--- src/sv/json_string_escaper_macros.svh ---
// Assertion macros for the JSON string escaper.
`ifndef JSON_STRING_ESCAPER_MACROS_SVH
`define JSON_STRING_ESCAPER_MACROS_SVH

// Same-cycle implication, disabled during reset.
`define JSE_ASSERT_IMPL(label, ante, cons, msg) \
    label: assert property (@(posedge aclk) disable iff (!aresetn) (ante) |-> (cons)) \
        else $error(msg);

// Next-cycle implication, disabled during reset.
`define JSE_ASSERT_NEXT(label, ante, cons, msg) \
    label: assert property (@(posedge aclk) disable iff (!aresetn) (ante) |=> (cons)) \
        else $error(msg);

`endif

--- src/sv/jse_pkg.sv ---
// Types, character constants and escape function for the JSON string escaper.
package jse_pkg;

    localparam int unsigned MaxSeq   = 7;
    localparam int unsigned MaxEsc   = 6;
    localparam int unsigned SeqLenW  = 3;

    localparam logic KIND_BYTE = 1'b0;
    localparam logic KIND_END  = 1'b1;

    localparam logic [7:0] CHAR_QUOTE = 8'h22;
    localparam logic [7:0] CHAR_BSLASH = 8'h5C;
    localparam logic [7:0] CHAR_CR    = 8'h0D;
    localparam logic [7:0] CHAR_LF    = 8'h0A;
    localparam logic [7:0] CHAR_TAB   = 8'h09;
    localparam logic [7:0] CHAR_R     = 8'h72;
    localparam logic [7:0] CHAR_N     = 8'h6E;
    localparam logic [7:0] CHAR_T     = 8'h74;
    localparam logic [7:0] CHAR_U     = 8'h75;
    localparam logic [7:0] CHAR_ZERO  = 8'h30;
    localparam logic [7:0] CHAR_A_LOW = 8'h61;
    localparam logic [7:0] CTRL_LIMIT = 8'd32;

    typedef struct packed {
        logic       kind;
        logic [7:0] in_byte;
    } jse_in_t;

    typedef struct packed {
        logic [7:0] out_byte;
        logic       last;
    } jse_out_t;

    typedef logic [MaxSeq-1:0][7:0] jse_seq_t;

    // Escape of one raw byte: b[0] goes out first.
    typedef struct packed {
        logic [MaxEsc-1:0][7:0] b;
        logic [SeqLenW-1:0]     len;
    } jse_esc_t;

    // Encoded item handed to the sequence register.
    typedef struct packed {
        jse_seq_t           bytes;
        logic [SeqLenW-1:0] len;
        logic               open_next;
    } jse_enc_t;

    // Head of the sequence register.
    typedef struct packed {
        logic       valid;
        logic [7:0] data;
        logic       last;
    } jse_head_t;

    function automatic logic [7:0] hex_digit(input logic [3:0] n);
        logic [7:0] r;
        if (n < 4'd10) begin
            r = CHAR_ZERO + {4'h0, n};
        end else begin
            r = CHAR_A_LOW + {4'h0, n} - 8'd10;
        end
        return r;
    endfunction

    function automatic jse_esc_t escape_byte(input logic [7:0] c);
        jse_esc_t e;
        e = '0;
        case (c)
            CHAR_BSLASH: begin
                e.b[0] = CHAR_BSLASH; e.b[1] = CHAR_BSLASH; e.len = 3'd2;
            end
            CHAR_QUOTE: begin
                e.b[0] = CHAR_BSLASH; e.b[1] = CHAR_QUOTE; e.len = 3'd2;
            end
            CHAR_CR: begin
                e.b[0] = CHAR_BSLASH; e.b[1] = CHAR_R; e.len = 3'd2;
            end
            CHAR_LF: begin
                e.b[0] = CHAR_BSLASH; e.b[1] = CHAR_N; e.len = 3'd2;
            end
            CHAR_TAB: begin
                e.b[0] = CHAR_BSLASH; e.b[1] = CHAR_T; e.len = 3'd2;
            end
            default: begin
                if (c < CTRL_LIMIT) begin
                    e.b[0] = CHAR_BSLASH;
                    e.b[1] = CHAR_U;
                    e.b[2] = CHAR_ZERO;
                    e.b[3] = CHAR_ZERO;
                    e.b[4] = hex_digit(c[7:4]);
                    e.b[5] = hex_digit(c[3:0]);
                    e.len  = 3'd6;
                end else begin
                    e.b[0] = c;
                    e.len  = 3'd1;
                end
            end
        endcase
        return e;
    endfunction

endpackage

--- src/sv/jse_encode.sv ---
// Combinational encoder: one input item to its output byte sequence.
module jse_encode (
    input  jse_pkg::jse_in_t  item,
    input  logic              string_open,
    output jse_pkg::jse_enc_t enc
);

    jse_pkg::jse_esc_t esc;

    always_comb begin
        esc = jse_pkg::escape_byte(item.in_byte);
        enc = '0;
        if (item.kind == jse_pkg::KIND_END) begin
            // closing quote, both quotes for an empty string
            enc.bytes[0]  = jse_pkg::CHAR_QUOTE;
            enc.bytes[1]  = jse_pkg::CHAR_QUOTE;
            enc.len       = string_open ? 3'd1 : 3'd2;
            enc.open_next = 1'b0;
        end else if (!string_open) begin
            enc.bytes[0] = jse_pkg::CHAR_QUOTE;
            for (int k = 0; k < jse_pkg::MaxEsc; k++) begin
                enc.bytes[k+1] = esc.b[k];
            end
            enc.len       = esc.len + 3'd1;
            enc.open_next = 1'b1;
        end else begin
            for (int k = 0; k < jse_pkg::MaxEsc; k++) begin
                enc.bytes[k] = esc.b[k];
            end
            enc.len       = esc.len;
            enc.open_next = 1'b1;
        end
    end

endmodule

--- src/sv/jse_seq.sv ---
// Sequence register: holds the encoded bytes of one item and the string state.
module jse_seq (
    input  logic              aclk,
    input  logic              aresetn,
    input  logic              load,
    input  logic              pop,
    input  jse_pkg::jse_enc_t enc,
    output jse_pkg::jse_head_t head,
    output logic              string_open
);

    jse_pkg::jse_seq_t            seq_reg, seq_next;
    logic [jse_pkg::SeqLenW-1:0] cnt_reg, cnt_next;
    logic                         open_reg, open_next;

    always_comb begin
        seq_next  = seq_reg;
        cnt_next  = cnt_reg;
        open_next = open_reg;
        if (load) begin
            seq_next  = enc.bytes;
            cnt_next  = enc.len;
            open_next = enc.open_next;
        end else if (pop) begin
            for (int k = 0; k < jse_pkg::MaxSeq - 1; k++) begin
                seq_next[k] = seq_reg[k+1];
            end
            seq_next[jse_pkg::MaxSeq-1] = '0;
            cnt_next = cnt_reg - 3'd1;
        end
    end

    always_ff @(posedge aclk) begin
        if (!aresetn) begin
            cnt_reg  <= '0;
            open_reg <= 1'b0;
        end else begin
            cnt_reg  <= cnt_next;
            open_reg <= open_next;
        end
        seq_reg <= seq_next;
    end

    assign head.valid  = (cnt_reg != 3'd0);
    assign head.data   = seq_reg[0];
    assign head.last   = (cnt_reg == 3'd1);
    assign string_open = open_reg;

endmodule

--- src/sv/json_string_escaper.sv ---
// JSON string escaper: top level with handshake control and output register.
//
// Turns a stream of raw string bytes into JSON string literal text, one
// output byte per transfer. The first byte of a string is preceded by an
// opening quote; backslash and quote become backslash pairs; CR, LF and TAB
// become \r, \n and \t; other bytes below 0x20 become \u00xx (lowercase hex);
// every other byte passes through. An end item (kind = 1) emits the closing
// quote, or two quotes for an empty string. m_payload.last marks the final
// byte produced by each input item. An accepted item is encoded at once
// into a sequence register of up to seven bytes, which drains one byte per
// cycle into the output register unless it is stalled. An item yields 1
// byte for a plain byte or a closing quote, 2 for a short escape, a plain
// byte opening a string or an empty string, 3 for a short escape opening
// a string, and 6 or 7 for \u00xx. Plain bytes stream at one item per
// cycle while the output is not stalled, a figure the output register's
// one-byte-per-cycle drain sets. A new item is taken at once while the
// sequence register is empty, or in the cycle its predecessor's final byte
// moves to the output register; while the output register is stalled on an
// earlier byte, that final byte cannot move and the input waits with it.
`include "json_string_escaper_macros.svh"

module json_string_escaper (
    input  logic              aclk,
    input  logic              aresetn,
    input  logic              s_valid,
    output logic              s_ready,
    input  jse_pkg::jse_in_t  s_payload,
    output logic              m_valid,
    input  logic              m_ready,
    output jse_pkg::jse_out_t m_payload
);

    jse_pkg::jse_enc_t  enc;
    jse_pkg::jse_head_t head;
    logic               string_open;
    logic               s_accept;
    logic               out_load;

    logic              m_valid_reg, m_valid_next;
    jse_pkg::jse_out_t m_payload_reg, m_payload_next;

    // Output register is free when empty or being emptied this cycle.
    assign out_load = head.valid && (!m_valid_reg || m_ready);

    // Take a new item once the sequence is empty or its final byte leaves now.
    assign s_ready  = !head.valid || (head.last && out_load);
    assign s_accept = s_valid && s_ready;

    jse_encode u_encode (
        .item        (s_payload),
        .string_open (string_open),
        .enc         (enc)
    );

    jse_seq u_seq (
        .aclk        (aclk),
        .aresetn     (aresetn),
        .load        (s_accept),
        .pop         (out_load),
        .enc         (enc),
        .head        (head),
        .string_open (string_open)
    );

    always_comb begin
        m_valid_next   = m_valid_reg;
        m_payload_next = m_payload_reg;
        if (out_load) begin
            m_valid_next            = 1'b1;
            m_payload_next.out_byte = head.data;
            m_payload_next.last     = head.last;
        end else if (m_ready) begin
            m_valid_next = 1'b0;
        end
    end

    always_ff @(posedge aclk) begin
        if (!aresetn) begin
            m_valid_reg <= 1'b0;
        end else begin
            m_valid_reg <= m_valid_next;
        end
        m_payload_reg <= m_payload_next;
    end

    assign m_valid   = m_valid_reg;
    assign m_payload = m_payload_reg;

    // Every item yields at least one byte, so the sequence is never empty after a load.
    `JSE_ASSERT_NEXT(a_load_fills, s_accept, head.valid, "sequence empty after item transfer")

    // A byte that is not last has successors queued, so the output stays valid.
    `JSE_ASSERT_NEXT(a_no_gap, m_valid && m_ready && !m_payload.last, m_valid, "gap inside an item's output")

    // String closes only on an end item.
    `JSE_ASSERT_IMPL(a_close_on_end, $fell(string_open), $past(s_accept && s_payload.kind == jse_pkg::KIND_END), "string closed without end item")

    // Input is never taken while undelivered bytes of the previous item wait.
    `JSE_ASSERT_IMPL(a_no_overrun, s_accept && head.valid, head.last && out_load, "item transfer over pending bytes")

endmodule
--- config.mk ---
export PLATFORM = sky130hd
export DESIGN_NAME = json_string_escaper
export DESIGN_NICKNAME = d
export VERILOG_FILES = /design/src/sv/jse_pkg.sv /design/src/sv/jse_encode.sv /design/src/sv/jse_seq.sv /design/src/sv/json_string_escaper.sv
export VERILOG_INCLUDE_DIRS = /design/src /design/src/sv
export SDC_FILE = /design/constraint.sdc
export NUM_CORES = 1
export LEC_CHECK = 0
export BUFFER_PORTS_ARGS = -buffer_cell sky130_fd_sc_hd__buf_2
export CAP_MARGIN = 20
export CORE_ASPECT_RATIO = 0.7
export CORE_UTILIZATION = 60
export CTS_BUF_LIST = sky130_fd_sc_hd__clkbuf_4 sky130_fd_sc_hd__clkbuf_8
export DETAILED_ROUTE_END_ITERATION = 8
export PLACE_DENSITY_LB_ADDON = 0.25
export SLEW_MARGIN = 20
export SYNTH_ARGS = -nofsm -noshare
export SYNTH_HDL_FRONTEND = slang
export SYNTH_SLANG_ARGS = --single-unit
--- constraint.sdc ---
create_clock -name aclk -period 12.7 [get_ports aclk]
set_input_delay 2.54 -clock aclk [delete_from_list [all_inputs] [get_ports aclk]]
set_output_delay 2.54 -clock aclk [all_outputs]
set_load 0.005 [all_outputs]
==> out/metrics.cfg <==
[run_status]
outcome=completed

[final_layout]
final_util=0.726
fin_cells=358
final_area_um2=3590
nNetsFinal=307
antennaDiodeCount=0
drive_gt1_frac=0.242
layout_commonest_cell=edfxtp_1
mostFrequentLayoutCells=edfxtp_1 (60), nand2_1 (29), buf_2 (23)
largest_register_ffs=43
fillers=349
syn2layout_area_growth_pct=12.2

[clocking]
cts-root-buf=clkbuf_8
worstSkewPairLatency_ns=0.35
cts_hold_buf=0
clockBufferDepth=2
cts_sinks=65
h-tree-depth=3
cts_buffers=9
ctsResizeCount=0
clk_pin_slew_worst_paths_ns=0.07
cts_tree=yes
post-cts-setup-buffers=0

[floorplanning]
die_area_um2=5630
fp.dieW_um=89.3
row_count=21
initial_utilization=0.647
ioPinCount=24
dieHeight_um=63.1
core_region_area_um2=4940

[sta]
finalClockSkew_ns=0.00756
rsz0062_at_grt=false
hold_slack_ns=0.422
maxSlewViolCount=0
clock.fmax_mhz=164
finalCriticalPeriod_ns=6.11
worstMarginPinSlew_ns=0.989
period_share=0.481
fin_tns_setup_ns=0
setup_ws_ns=6.59
slew_headroom=0.338
setup_viol=0
hold_violations=0

[setup_path]
cp.required_ns=10.16
critPathMostFrequentCell=buf_2
cp_max_fo=5
cp-end-kind=output pin
crit_type=in -> out
critPathSlowestCell=or2b_2
start_kind=input pin
crit_arrival_ns=3.57
max_stage_delay_ns=0.32
r2r_cells=9
path_cells=buf_2 > or2b_2 > a21oi_2 > inv_1 > buf_2

[synth]
netlist_area_um2=3200
synthDistinctLibCells=54
synth_top_cell_area_share=0.563
yosysTopAreaCell=edfxtp_1
async_flop_share=0
ys_ff_latch=65
synth_warnings=0
yosysSeqAreaShare=0.595
yosys-top-cells-area=edfxtp_1 (56%), ha_1 (3.9%), nand2_1 (3.4%)
synth.avg_cell_area_um2=12.3
syn_inst=261
syn_nets=284
synth_edf_count=60
synth_flop_cell=edfxtp_1

[global_route]
grt_pass1_vias=2019
antenna_found_initial=0
grtUsageTotal=0.236
grt_max_degree=52
grt_first_pass_wirelength_um=9480
overflow=0

[route]
wl_um=5810
first_iter_violations=206
ant_nets=0
via_per_inst=5.89
num_vias=2109
avgRoutedWirePerCell_um=16.2
drtPass1Iterations=4
drt_drc_violations_left=0

[placed_design]
place.gp.congestion=0.847
place_area_um2=3350
post-place-ws_ns=6.62
port_buffers=23
place_inst=342
hpwl_um=3880

[power]
cellPowerDensity_nw_per_um2=252
ir_drop_mv=0.210
power_leakage_nw=1.37
total_power_mw=0.903

[min_path]
min_path_cells=0
hold_path.class=reg -> reg

[run]
maxCapViolCount=0

==> kinds of logic after synthesis <==
| family | Yosys count | synth area share |
|---|---|---|
| compound gates | 61 | 0.143 |
| xor+xnor | 2 | 0.00548 |
| simple gates | 100 | 0.181 |
| fa+ha+maj | 10 | 0.0391 |
| buf+inv | 22 | 0.0340 |
| mux | 1 | 0.00313 |
| flops | 65 | 0.595 |
==> final timing paths <==
check | start | end | slack, ns
worst min-delay path | u_seq.head[8] | m_payload[8] | 0.42
worst max-delay path | m_ready | s_ready | 6.59
worst max register to register | u_seq.cnt_reg[0] | u_seq.seq_reg[28] | 10.12
worst min register to register | u_seq.head[8] | m_payload[8] | 0.42
==> synth_stat cells (3+ instances only) <==
| cell | count |
|---|---|
| a21o_2 | 5 |
| a21oi_1 | 8 |
| a22o_1 | 6 |
| and2_1 | 11 |
| buf_2 | 3 |
| buf_6 | 3 |
| clkbuf_1 | 7 |
| dfxtp_1 | 5 |
| edfxtp_1 | 60 |
| ha_1 | 10 |
| inv_1 | 9 |
| nand2_1 | 29 |
| nand2b_1 | 5 |
| nand3_1 | 6 |
| nor2_1 | 18 |
| nor2_2 | 5 |
| nor2b_1 | 4 |
| nor3_1 | 4 |
| o211ai_1 | 3 |
| o21ai_0 | 13 |
| o31ai_1 | 6 |
==> power by group <==
part	switching, mW	leakage [nW]	internal, mW
registers	0.0325	0.659	0.403
clock network	0.0769	0.117	0.131
logic	0.167	0.596	0.0916
total	0.277	1.37	0.626
==> final cells by class <==
cell class | count | area [µm²] | area share
clock buffers | 10 | 131 | 0.0366
inverters | 9 | 33.8 | 0.00941
clock inverters | 6 | 106 | 0.0296
well taps | 69 | 86.3 | 0.0241
flip-flops and latches | 65 | 1900 | 0.530
multi-input cells | 174 | 1200 | 0.334
repair buffers | 25 | 130 | 0.0363
==> metal layers <==
layer,up-vias,GRT usage,share of wire
met1,998,0.336,0.46
li1,1008,-,-
met4,0,0.121,0.021
met2,89,0.321,0.44
met5,-,0,0
met3,14,0.0813,0.076
==> worst max-delay path, delay by kind of cell <==
family / cells / cell delay, ns
buffers and inverters: 3 / 0.40
AO/OA/AOI/OAI: 1 / 0.29
AND/OR/NAND/NOR: 1 / 0.32
No activity file was read; power rests on OpenSTA's default activity.
